===== config.mk =====
export PLATFORM = sky130hd
export DESIGN_NAME = qau_combine
export DESIGN_NICKNAME = d
export VERILOG_FILES = /design/src/rtl/core/assert_macros.svh /design/src/rtl/core/qau_pkg.sv /design/src/rtl/core/qau_combine.sv
export SDC_FILE = /design/constraint.sdc
export NUM_CORES = 1
export LEC_CHECK = 0
export ABC_AREA = 1
export BUFFER_PORTS_ARGS = -buffer_cell sky130_fd_sc_hd__buf_2
export CAP_MARGIN = 20
export CORE_ASPECT_RATIO = 0.7
export CORE_MARGIN = 3
export CORE_UTILIZATION = 50
export CTS_CLUSTER_DIAMETER = 60
export DETAILED_ROUTE_END_ITERATION = 12
export PLACE_DENSITY = 0.84
export SYNTH_ARGS = -nofsm -noshare
export SYNTH_HDL_FRONTEND = slang
export SYNTH_SLANG_ARGS = --single-unit
export TNS_END_PERCENT = 10

===== constraint.sdc =====
create_clock -name clk -period 8.2 [get_ports clk]
set_clock_uncertainty 0.2 [all_clocks]
set_input_delay 0 -clock clk [delete_from_list [all_inputs] [get_ports clk]]
set_output_delay 0 -clock clk [all_outputs]
set_load 0.02 [all_outputs]

===== src/rtl/core/assert_macros.svh =====
// ---------------------------------------------------------------------------
// assert_macros.svh
// Assertion shorthands for the quaternion unit; clk and rst_n must be in scope.
// ---------------------------------------------------------------------------
`ifndef ASSERT_MACROS_SVH
`define ASSERT_MACROS_SVH

// same-cycle implication, off during reset
`define QAU_ASSERT_IMP(label, ante, cons) \
  label: assert property (@(posedge clk) disable iff (!rst_n) (ante) |-> (cons)) \
    else $error("qau: assertion failed");

// next-cycle implication, off during reset
`define QAU_ASSERT_NXT(label, ante, cons) \
  label: assert property (@(posedge clk) disable iff (!rst_n) (ante) |=> (cons)) \
    else $error("qau: assertion failed");

`endif


===== src/rtl/core/qau_pkg.sv =====
// ---------------------------------------------------------------------------
// qau_pkg
// Shared widths, types and arithmetic helpers of the quaternion unit.
// ---------------------------------------------------------------------------
package qau_pkg;

  localparam int DATA_WIDTH = 16;
  localparam int FRAC_BITS  = 14;

  localparam int DW     = DATA_WIDTH;
  localparam int PW     = 2 * DW + 1;          // widest product, DW x (DW+1)
  localparam int RW     = PW - FRAC_BITS + 2;  // rounded product
  localparam int SW     = RW + 2;              // sum of four rounded terms
  localparam int NQ     = 4;
  localparam int NPROD  = NQ * NQ;
  localparam int NROT   = 9;
  localparam int FUNC_W = 3;
  localparam int IN_W   = 8 * DW;
  localparam int OUT_W  = ((4 * DW + 7) / 8) * 8;

  // component positions
  localparam int IX = 0;
  localparam int IY = 1;
  localparam int IZ = 2;
  localparam int IW = 3;

  typedef enum logic [FUNC_W-1:0] {
    FN_PROD = 3'd0,
    FN_ROT  = 3'd1,
    FN_CONJ = 3'd2,
    FN_ADD  = 3'd3,
    FN_SUB  = 3'd4,
    FN_DOT  = 3'd5
  } func_t;

  typedef logic signed [DW-1:0] comp_t;
  typedef logic signed [DW:0]   tcomp_t;
  typedef logic signed [RW-1:0] rprod_t;
  typedef logic signed [SW-1:0] sum_t;

  typedef struct packed {
    comp_t x;
    comp_t y;
    comp_t z;
    comp_t w;
  } quat_t;

  typedef struct packed {
    logic  flag;
    comp_t val;
  } sat_t;

  typedef struct packed {
    logic   flag;
    tcomp_t val;
  } tsat_t;

  // rounded products of every a and b component pair, index a*NQ+b
  typedef struct packed {
    logic                 valid;
    func_t                func;
    quat_t                a;
    quat_t                b;
    rprod_t [NPROD-1:0]   p;
  } prod_bus_t;

  // combined first level: final values for all but rotation, t for rotation
  typedef struct packed {
    logic   valid;
    func_t  func;
    quat_t  a;
    comp_t  bx;
    comp_t  by;
    comp_t  bz;
    tcomp_t tx;
    tcomp_t ty;
    tcomp_t tz;
    quat_t  r;
    logic   flag;
  } comb_bus_t;

  // control and carried values through the rotation stages
  typedef struct packed {
    logic  valid;
    func_t func;
    comp_t bx;
    comp_t by;
    comp_t bz;
    quat_t r;
    logic  flag;
  } rot_ctl_t;

  localparam sum_t DW_MAX = $signed({{(SW-DW+1){1'b0}}, {(DW-1){1'b1}}});
  localparam sum_t DW_MIN = $signed({{(SW-DW+1){1'b1}}, {(DW-1){1'b0}}});
  localparam sum_t T_MAX  = $signed({{(SW-DW){1'b0}}, {DW{1'b1}}});
  localparam sum_t T_MIN  = $signed({{(SW-DW){1'b1}}, {DW{1'b0}}});

  // round to nearest, ties away from zero, on the magnitude
  function automatic rprod_t round_prod(input logic signed [PW-1:0] p);
    logic [PW-1:0] mag;
    logic [PW-1:0] q;
    rprod_t        s;
    mag = p[PW-1] ? (~p + 1'b1) : p;
    q   = (mag >> FRAC_BITS) + PW'(mag[FRAC_BITS-1]);
    s   = rprod_t'(q[RW-1:0]);
    return p[PW-1] ? -s : s;
  endfunction

  function automatic sum_t ext_r(input rprod_t v);
    return {{(SW-RW){v[RW-1]}}, v};
  endfunction

  function automatic sum_t ext_c(input comp_t v);
    return {{(SW-DW){v[DW-1]}}, v};
  endfunction

  function automatic sat_t sat_dw(input sum_t v);
    sat_t s;
    if (v > DW_MAX) begin
      s.flag = 1'b1;
      s.val  = DW_MAX[DW-1:0];
    end else if (v < DW_MIN) begin
      s.flag = 1'b1;
      s.val  = DW_MIN[DW-1:0];
    end else begin
      s.flag = 1'b0;
      s.val  = v[DW-1:0];
    end
    return s;
  endfunction

  function automatic tsat_t sat_tw(input sum_t v);
    tsat_t s;
    if (v > T_MAX) begin
      s.flag = 1'b1;
      s.val  = T_MAX[DW:0];
    end else if (v < T_MIN) begin
      s.flag = 1'b1;
      s.val  = T_MIN[DW:0];
    end else begin
      s.flag = 1'b0;
      s.val  = v[DW:0];
    end
    return s;
  endfunction

endpackage


===== src/rtl/core/qau_combine.sv =====
// ---------------------------------------------------------------------------
// qau_combine
// Sum rounded products into results and the rotation term t, then saturate.
// ---------------------------------------------------------------------------
module qau_combine
  import qau_pkg::*;
(
  input  logic      clk,
  input  logic      rst_n,
  input  logic      adv,
  input  prod_bus_t in_bus,
  output comb_bus_t out_bus
);

  sum_t      pe [NQ][NQ];
  sum_t      sx, sy, sz, sw;
  sum_t      tx, ty, tz;
  sat_t      rx, ry, rz, rw;
  tsat_t     ttx, tty, ttz;
  logic      is_rot;
  comb_bus_t c_r;
  comb_bus_t c_nxt;

  always_comb begin
    for (int i = 0; i < NQ; i++) begin
      for (int j = 0; j < NQ; j++) begin
        pe[i][j] = ext_r($signed(in_bus.p[i*NQ+j]));
      end
    end

    // t = 2 * cross(a.xyz, b.xyz)
    tx = (pe[IY][IZ] - pe[IZ][IY]) <<< 1;
    ty = (pe[IZ][IX] - pe[IX][IZ]) <<< 1;
    tz = (pe[IX][IY] - pe[IY][IX]) <<< 1;

    sx = '0;
    sy = '0;
    sz = '0;
    sw = '0;
    unique case (in_bus.func)
      FN_PROD: begin
        sx = pe[IW][IX] + pe[IX][IW] + pe[IY][IZ] - pe[IZ][IY];
        sy = pe[IW][IY] - pe[IX][IZ] + pe[IY][IW] + pe[IZ][IX];
        sz = pe[IW][IZ] + pe[IX][IY] - pe[IY][IX] + pe[IZ][IW];
        sw = pe[IW][IW] - pe[IX][IX] - pe[IY][IY] - pe[IZ][IZ];
      end
      FN_ROT: begin
        sx = '0;
      end
      FN_CONJ: begin
        sx = -ext_c(in_bus.a.x);
        sy = -ext_c(in_bus.a.y);
        sz = -ext_c(in_bus.a.z);
        sw = ext_c(in_bus.a.w);
      end
      FN_ADD: begin
        sx = ext_c(in_bus.a.x) + ext_c(in_bus.b.x);
        sy = ext_c(in_bus.a.y) + ext_c(in_bus.b.y);
        sz = ext_c(in_bus.a.z) + ext_c(in_bus.b.z);
        sw = ext_c(in_bus.a.w) + ext_c(in_bus.b.w);
      end
      FN_SUB: begin
        sx = ext_c(in_bus.a.x) - ext_c(in_bus.b.x);
        sy = ext_c(in_bus.a.y) - ext_c(in_bus.b.y);
        sz = ext_c(in_bus.a.z) - ext_c(in_bus.b.z);
        sw = ext_c(in_bus.a.w) - ext_c(in_bus.b.w);
      end
      FN_DOT: begin
        sw = pe[IX][IX] + pe[IY][IY] + pe[IZ][IZ] + pe[IW][IW];
      end
      default: begin
        sx = '0;
      end
    endcase

    rx     = sat_dw(sx);
    ry     = sat_dw(sy);
    rz     = sat_dw(sz);
    rw     = sat_dw(sw);
    ttx    = sat_tw(tx);
    tty    = sat_tw(ty);
    ttz    = sat_tw(tz);
    is_rot = (in_bus.func == FN_ROT);

    c_nxt.valid = in_bus.valid;
    c_nxt.func  = in_bus.func;
    c_nxt.a     = in_bus.a;
    c_nxt.bx    = in_bus.b.x;
    c_nxt.by    = in_bus.b.y;
    c_nxt.bz    = in_bus.b.z;
    c_nxt.tx    = ttx.val;
    c_nxt.ty    = tty.val;
    c_nxt.tz    = ttz.val;
    c_nxt.r.x   = rx.val;
    c_nxt.r.y   = ry.val;
    c_nxt.r.z   = rz.val;
    c_nxt.r.w   = rw.val;
    c_nxt.flag  = rx.flag | ry.flag | rz.flag | rw.flag
                | (is_rot & (ttx.flag | tty.flag | ttz.flag));
  end

  always_ff @(posedge clk) begin
    if (!rst_n) begin
      c_r.valid <= 1'b0;
    end else if (adv) begin
      c_r <= c_nxt;
    end
  end

  assign out_bus = c_r;

endmodule


# Word-level counts from Yosys, hierarchy flattened
# Index checks and enable logic that the tools add are counted.
# word_totals
reg_bits	232
in_bits	471
# op_classes
addsub	29
n_lt_le_gt_ge	14
n_eq_ne	5
n_mux	18
bitwise	7
reduce_logical	2
# ops
cell	count
23-bit case mux with 4 select lines	3
17-bit two-way mux	8
23-bit case mux with 5 select lines	1
21-bit by 21-bit subtractor with 22-bit output	5
18-bit two-way mux	6
23-bit by 16-bit greater-than comparator with 1-bit output (second input constant)	4
23-bit by 16-bit < comparator with 1-bit output (second input constant)	4
22-bit by 21-bit adder with 23-bit output	3
23-bit by 21-bit adder with 23-bit output	3
23-bit by 17-bit greater-than comparator with 1-bit output (second input constant)	3
23-bit by 17-bit < comparator with 1-bit output (second input constant)	3
16-bit negation with 23-bit output	3
16-bit by 16-bit adder with 17-bit output	4
16-bit by 16-bit subtractor with 17-bit output	4
21-bit by 21-bit adder with 22-bit output	3
22-bit by 21-bit subtractor with 23-bit output	2
23-bit by 21-bit subtractor with 23-bit output	2
3-bit by 2-bit equality test with 1-bit output (second input constant)	2
3-bit equality test (second input constant)	2
1-bit OR	6
3-bit by 1-bit equality test with 1-bit output (second input constant)	1
3-bit zero test	1
2-bit AND reduction	1
1-bit bitwise AND	1

# Longest topological paths before layout
# Gate-level depths: netlist of the first run.
# logic_depth
word_depth	11
mapped_depth	26

# Least setup slack after synthesis of the first run
# No wires, ideal clock.
# synth_path
kind	input-to-reg
startpoint	input port rst_n
endpoint	register c_r (netlist bit out_bus[0]) (enable)
setup_ns	0.582
t_arrival_ns	4.466
t_required_ns	7.418
setup_slack_ns	2.952
path_stages	2
n_path_buf	0
cell_sequence	nand2_1 inv_1
# synth_between
elab_chain_len	1
# synth_rtl
element	line	rtl
start, declared	qau_combine.sv:9	input logic rst_n,
2-bit AND reduction (no line)	n/a	
end signal, assigned	qau_combine.sv:106	c_r <= c_nxt;
end, declared	qau_combine.sv:21	comb_bus_t c_r;
# Every way passes these cells.
# A chain may end at the register's enable or synchronous reset.

==> impl_metrics.toml, run 1 <==
[sta]
rsz0062_at_grt = "no"
fmax_mhz = 213
worst_slack_ps = 3510
drv_slew = 0
hold_viol_final = 0
final.period_utilization_pct = 57.2
slew_headroom_pct = 36.3
whs_ps = 26.8
setup_viol = 0
period_needed_ps = 4690
setup-tns-final_ps = 0
worstMarginPinSlew_ps = 956

[synth]
ys.flop_type = "edfxtp_1"
yosys_warnings = 0
async_reset_ff_share_pct = 0
synth_edf_count = 231
syn-num-nets = 6054
syn-cell-area_um2 = 34200
synth_area_leaders = "edfxtp_1, nand2_1, inv_1"
synth_area_leader_cell = "edfxtp_1"
syn_area_per_cell_um2 = 6.75
ys_ff_latch = 232
ys_seq_area_share_pct = 20.3
synth_cell_type_count = 64
synthCells = 5068
synth_commonest_cells = "nand2_1, inv_1, nor2_1, a21oi_1, ha_1"
yosysMostFrequentCell = "nand2_1"
synth_top_area_share_pct = 20.3

[power]
ir_drop_mv = 0.175
powerDensity_nw_per_um2 = 179
leakage_nw = 22.7
power.total_mw = 7.50

[global_routing]
use_met2_pct = 51.8
busiest_layer = "met2"
use_met3_pct = 10.9
grtUsageMet1_pct = 48.9
grt_start_max_net_pins = 111
antenna_found_initial = 9
grtUsageTotal_pct = 35.0
grt_pass1_wl_mm = 197
grt_remaining_overflow = 0
grt_pass1_vias = 35400

[cells_and_area]
regArea_um2 = 6960
drive_gt1_share_pct = 15.1
area_growth_pct = 22.1
largest_reg_flops = 232
fin_nets = 6938
multiInputGateArea_um2 = 22500
n_fill_cell = 5968
final_cell_area_um2 = 41800

[cts]
cts-root-buf = "clkbuf_16"
clkLatencyLatePin_ps = 560
hold_buffers = 205
clk_pin_slew_ps = 60
cts_resized = 0
cts_made_buffers = 34
cts_tree = "built"
clock-sinks = 232
postCtsSetupBuffers = 0
htree_levels = 2
clk_path_buf_depth = 3

[worst_setup_path]
crit_path_max_fanout = 16
critPathArrivalTime_ps = 4780
path_class = "input pin to flip-flop"
end_kind = "flip-flop"
required_ps = 8290
start_kind = "input pin"
ff2ff_path_depth = 3

[floorplanning]
core-area_um2 = 67100
fp.dieH_um = 225
initial_core_util_pct = 51.0
dieArea_um2 = 71700
io_pins = 703
num_rows = 79
die_w_um = 319

[drt]
drt_iter0_markers = 4564
ant_nets = 0
wl_mm = 131
via_per_inst = 5.48
vias = 37600
avgRoutedWirePerCell_um = 19.0
first_pass_iters = 9
drc = 0

[placed_design]
gp_congestion = 1.04
post-place-ws_ps = 3600
dpl.hpwl_mm = 104
place_area_um2 = 38500
io_buffers = 702

[run_status]
status = "completed"

[job]
drv_cap = 0

[worst_hold_path]
worstHoldPathCells = 2
hp-class = "input pin to flip-flop"
-- final cells by class --
type                            instances  share of cell area (%)
Antenna cell                            6                  0.0359
Clock buffer                           40                    2.14
Clock inverter                         20                   0.623
Timing Repair Buffer                  921                    13.6
Tap cell                              891                    2.67
Sequential cell                       232                    16.7
Inverter                             1152                    10.4
Multi-Input combinational cell       3611                    53.9
-- per-layer routing --
metal  wire length [um]  share of wire (%)
met3              17400                 13
met2              54100                 41
met5                 35              0.027
met4               4710                3.6
met1              54400                 42
-- worst max-delay path, stage by stage --
cell and delay (ps):
dlygate4sd3_1 540, buf_2 140, inv_1 80, fa_1 450, fa_1 470, ha_1 330
fa_1 560, nand2_1 140, nand3_1 160, nand3_1 130, nand2_1 130, nand3_1 170
nand3b_1 100, nand3_1 100, nand2_1 70, nor2_1 80, nand2_1 60, nor2_1 90
nand2_1 60, nand2_1 480, nand2_1 200, nor2_1 140, nand4_1 90
-- report_power, final --
part / internal, mW / switching, mW / total [mW]
combinational: 1.49 / 2.90 / 4.39
clock: 0.925 / 0.666 / 1.59
sequential: 1.47 / 0.0424 / 1.51
-- through the flow --
| step | utilization (%) | cells |
|---|---|---|
| after floorplan | - | 5068 |
| after global placement | 57.4 | 6601 |
| final | 62.2 | 6873 |
| after global routing | 62.2 | 6872 |
| after detailed placement | 57.4 | 6601 |
| after CTS | 62.2 | 6866 |
-- cell families (layout without fill, tap and decap cells) --
group	Yosys count	count (layout)	share of synthesized area, %
flops	232	232	20.3
fa+ha+maj	515	515	23.4
compound gates	776	776	12.8
simple gates	2250	2250	27.8
xor+xnor	70	70	1.79
other cells	0	6	0
buf+inv	1225	2133	13.9
-- worst paths after layout --
check | start | endpoint | slack, ps
min reg2reg | out_bus[231] | out_bus[231] | 980
max reg2reg | out_bus[231] | out_bus[231] | 6710
min | in_bus[391] | out_bus[155] | 30
max | in_bus[190] | out_bus[0] | 3510
-- cell usage in the layout (no fill, tap or decap), types with 208 or more instances in the layout --
cell	synthesis	layout
a21oi_1	358	358
buf_2	28	702
edfxtp_1	231	231
fa_1	208	208
ha_1	307	307
inv_1	1129	1127
nand2_1	1305	1305
nand3_1	292	292
nor2_1	407	406
o21ai_0	224	224
(Power assumes the default switching activity.)
==> run 2: changes to the inputs <==
clock period = 4.4 ns   (was 8.2 ns; I/O delays follow)
==> run 2 against run 1 <==
  * Critical path depth shrank 7
  * First-iteration DRC count rose by 1.6%
  * Final cell count rose by 0.57%
  * Clock-buffer cell count increased by 2
  * Critical endpoint is now out_bus[71]
  * Sequential share of layout area fell by 0.12 points
  * Hold slack worse by 2.4 ps
  * Die area stayed put
==> impl_metrics.toml, run 2 (same netlist as run 1, synthesis figures left out) <==
[global_routing]
grt_pass1_wl_mm = 199
grtUsageTotal_pct = 35.6
use_met3_pct = 9.11
grt_pass1_vias = 35300
antenna_found_initial = 9
busiest_layer = "met2"
grt_start_max_net_pins = 143
use_met2_pct = 52.4
grtUsageMet1_pct = 50.8
grt_remaining_overflow = 0

[worst_hold_path]
hp-class = "input pin to flip-flop"

[cells_and_area]
drive_gt1_share_pct = 15.4
area_growth_pct = 23.0
final_cell_mix = "nand2_1, inv_1, buf_2"
final_common_cell = "nand2_1"
fin_nets = 6972
post-route-util_pct = 62.7
finalNonFillerCells = 6912
largest_reg_flops = 232

[sta]
drv_slew = 0
hold_viol_final = 0
whs_ps = 24.4
setup-tns-final_ps = 0
worstMarginPinSlew_ps = 1150
final.period_utilization_pct = 99.7
fmax_mhz = 228
rsz0062_at_grt = "no"
period_needed_ps = 4390
setup_viol = 0
slew_headroom_pct = 23.2
worst_slack_ps = 14.8

[cts]
cts_made_buffers = 36
clk_path_buf_depth = 3
htree_levels = 2
clock-sinks = 232
cts-root-buf = "clkbuf_16"
cts_tree = "built"
clkLatencyLatePin_ps = 570
clk_pin_slew_ps = 60

[worst_setup_path]
crit_path_cell_trace = "dlygate4sd3_1 -> buf_2 -> ha_1 -> nand2_1 -> inv_1 -> nand2_1 -> nor3_1 -> nand3_1 -> nand3_1 -> nand2_1 -> a22oi_1 -> dlygate4sd3_1 -> inv_1 -> nand2_1 -> inv_1 -> o21ai_0"
end_kind = "flip-flop"
slowest_stage = "dlygate4sd3_1"
path_common_cell = "nand2_1"
required_ps = 4490
slowest_delay_ps = 610
critPathArrivalTime_ps = 4480
crit_path_max_fanout = 12
start_kind = "input pin"
path_class = "input pin to flip-flop"

[floorplanning]
core-area_um2 = 67100
die_w_um = 319
io_pins = 703
initial_core_util_pct = 51.0
dieArea_um2 = 71700
num_rows = 79
fp.dieH_um = 225

[placed_design]
gp_congestion = 1.06
post-place-ws_ps = 178
placed_cells = 6617
io_buffers = 702
dpl.hpwl_mm = 105

[run_status]
status = "completed"

[drt]
drt_iter0_markers = 4636
ant_nets = 0
first_pass_iters = 6
wl_mm = 133
drc = 0
avgRoutedWirePerCell_um = 19.2
vias = 38000
via_per_inst = 5.50

[power]
leakage_nw = 22.9
powerDensity_nw_per_um2 = 332
ir_drop_mv = 0.290

[job]
drv_cap = 0
[run 2: path summary, 6_finish.rpt]
check	depth (start not counted)	endpoint	slack [ps]	start
max	16	out_bus[71]	10	in_bus[29]
min	6	out_bus[17]	20	in_bus[294]
max reg2reg	3	out_bus[231]	3010	out_bus[231]
min reg2reg	3	out_bus[231]	910	out_bus[231]
[run 2: power breakdown]
group	switching [mW]	internal [mW]
Sequential	0.0823	2.74
Clock	1.27	1.66
Combinational	5.41	2.83
Total	6.76	7.23
[run 2: final cells by class]
| type | count | area (um2) |
|---|---|---|
| fill | 5978 | 25000 |
| multi-input combinational | 3611 | 22500 |
| sequential | 232 | 6960 |
| timing repair buffer | 953 | 5960 |
| inverter | 1152 | 4330 |
| tap | 891 | 1110 |
| clock buffer | 42 | 955 |
| clock inverter | 23 | 204 |
| antenna | 8 | 20.0 |
[run 2: layer usage]
metal	up-vias	wire (um)
li1	17900	-
met1	17500	56000
met2	2281	54900
met3	314	16900
met4	2	4720
met5	-	13
[run 2: metrics by stage]
stage	total power, mW	instance area (um2)
after floorplan	8.31	34200
after global placement	10.5	38700
after detailed placement	10.6	38700
after CTS	13.7	42000
after global routing	15.0	42100
final	14.0	42100
[run 2: worst max-delay path, delay by kind of cell]
kind / cells / cell delay (ps)
and+or+nand+nor: 7 / 1520
buffers and inverters: 6 / 1790
adders and majority gates: 1 / 370
AOI/OAI and AO/OA: 2 / 790
[run 2: what timing repair did]
action	4_1_cts	5_1_grt
endpoints found under the setup margin	0	22
buffers inserted	0	2
resized for setup	0	5
hold buffers	220	0
endpoints found under the hold margin	220	0
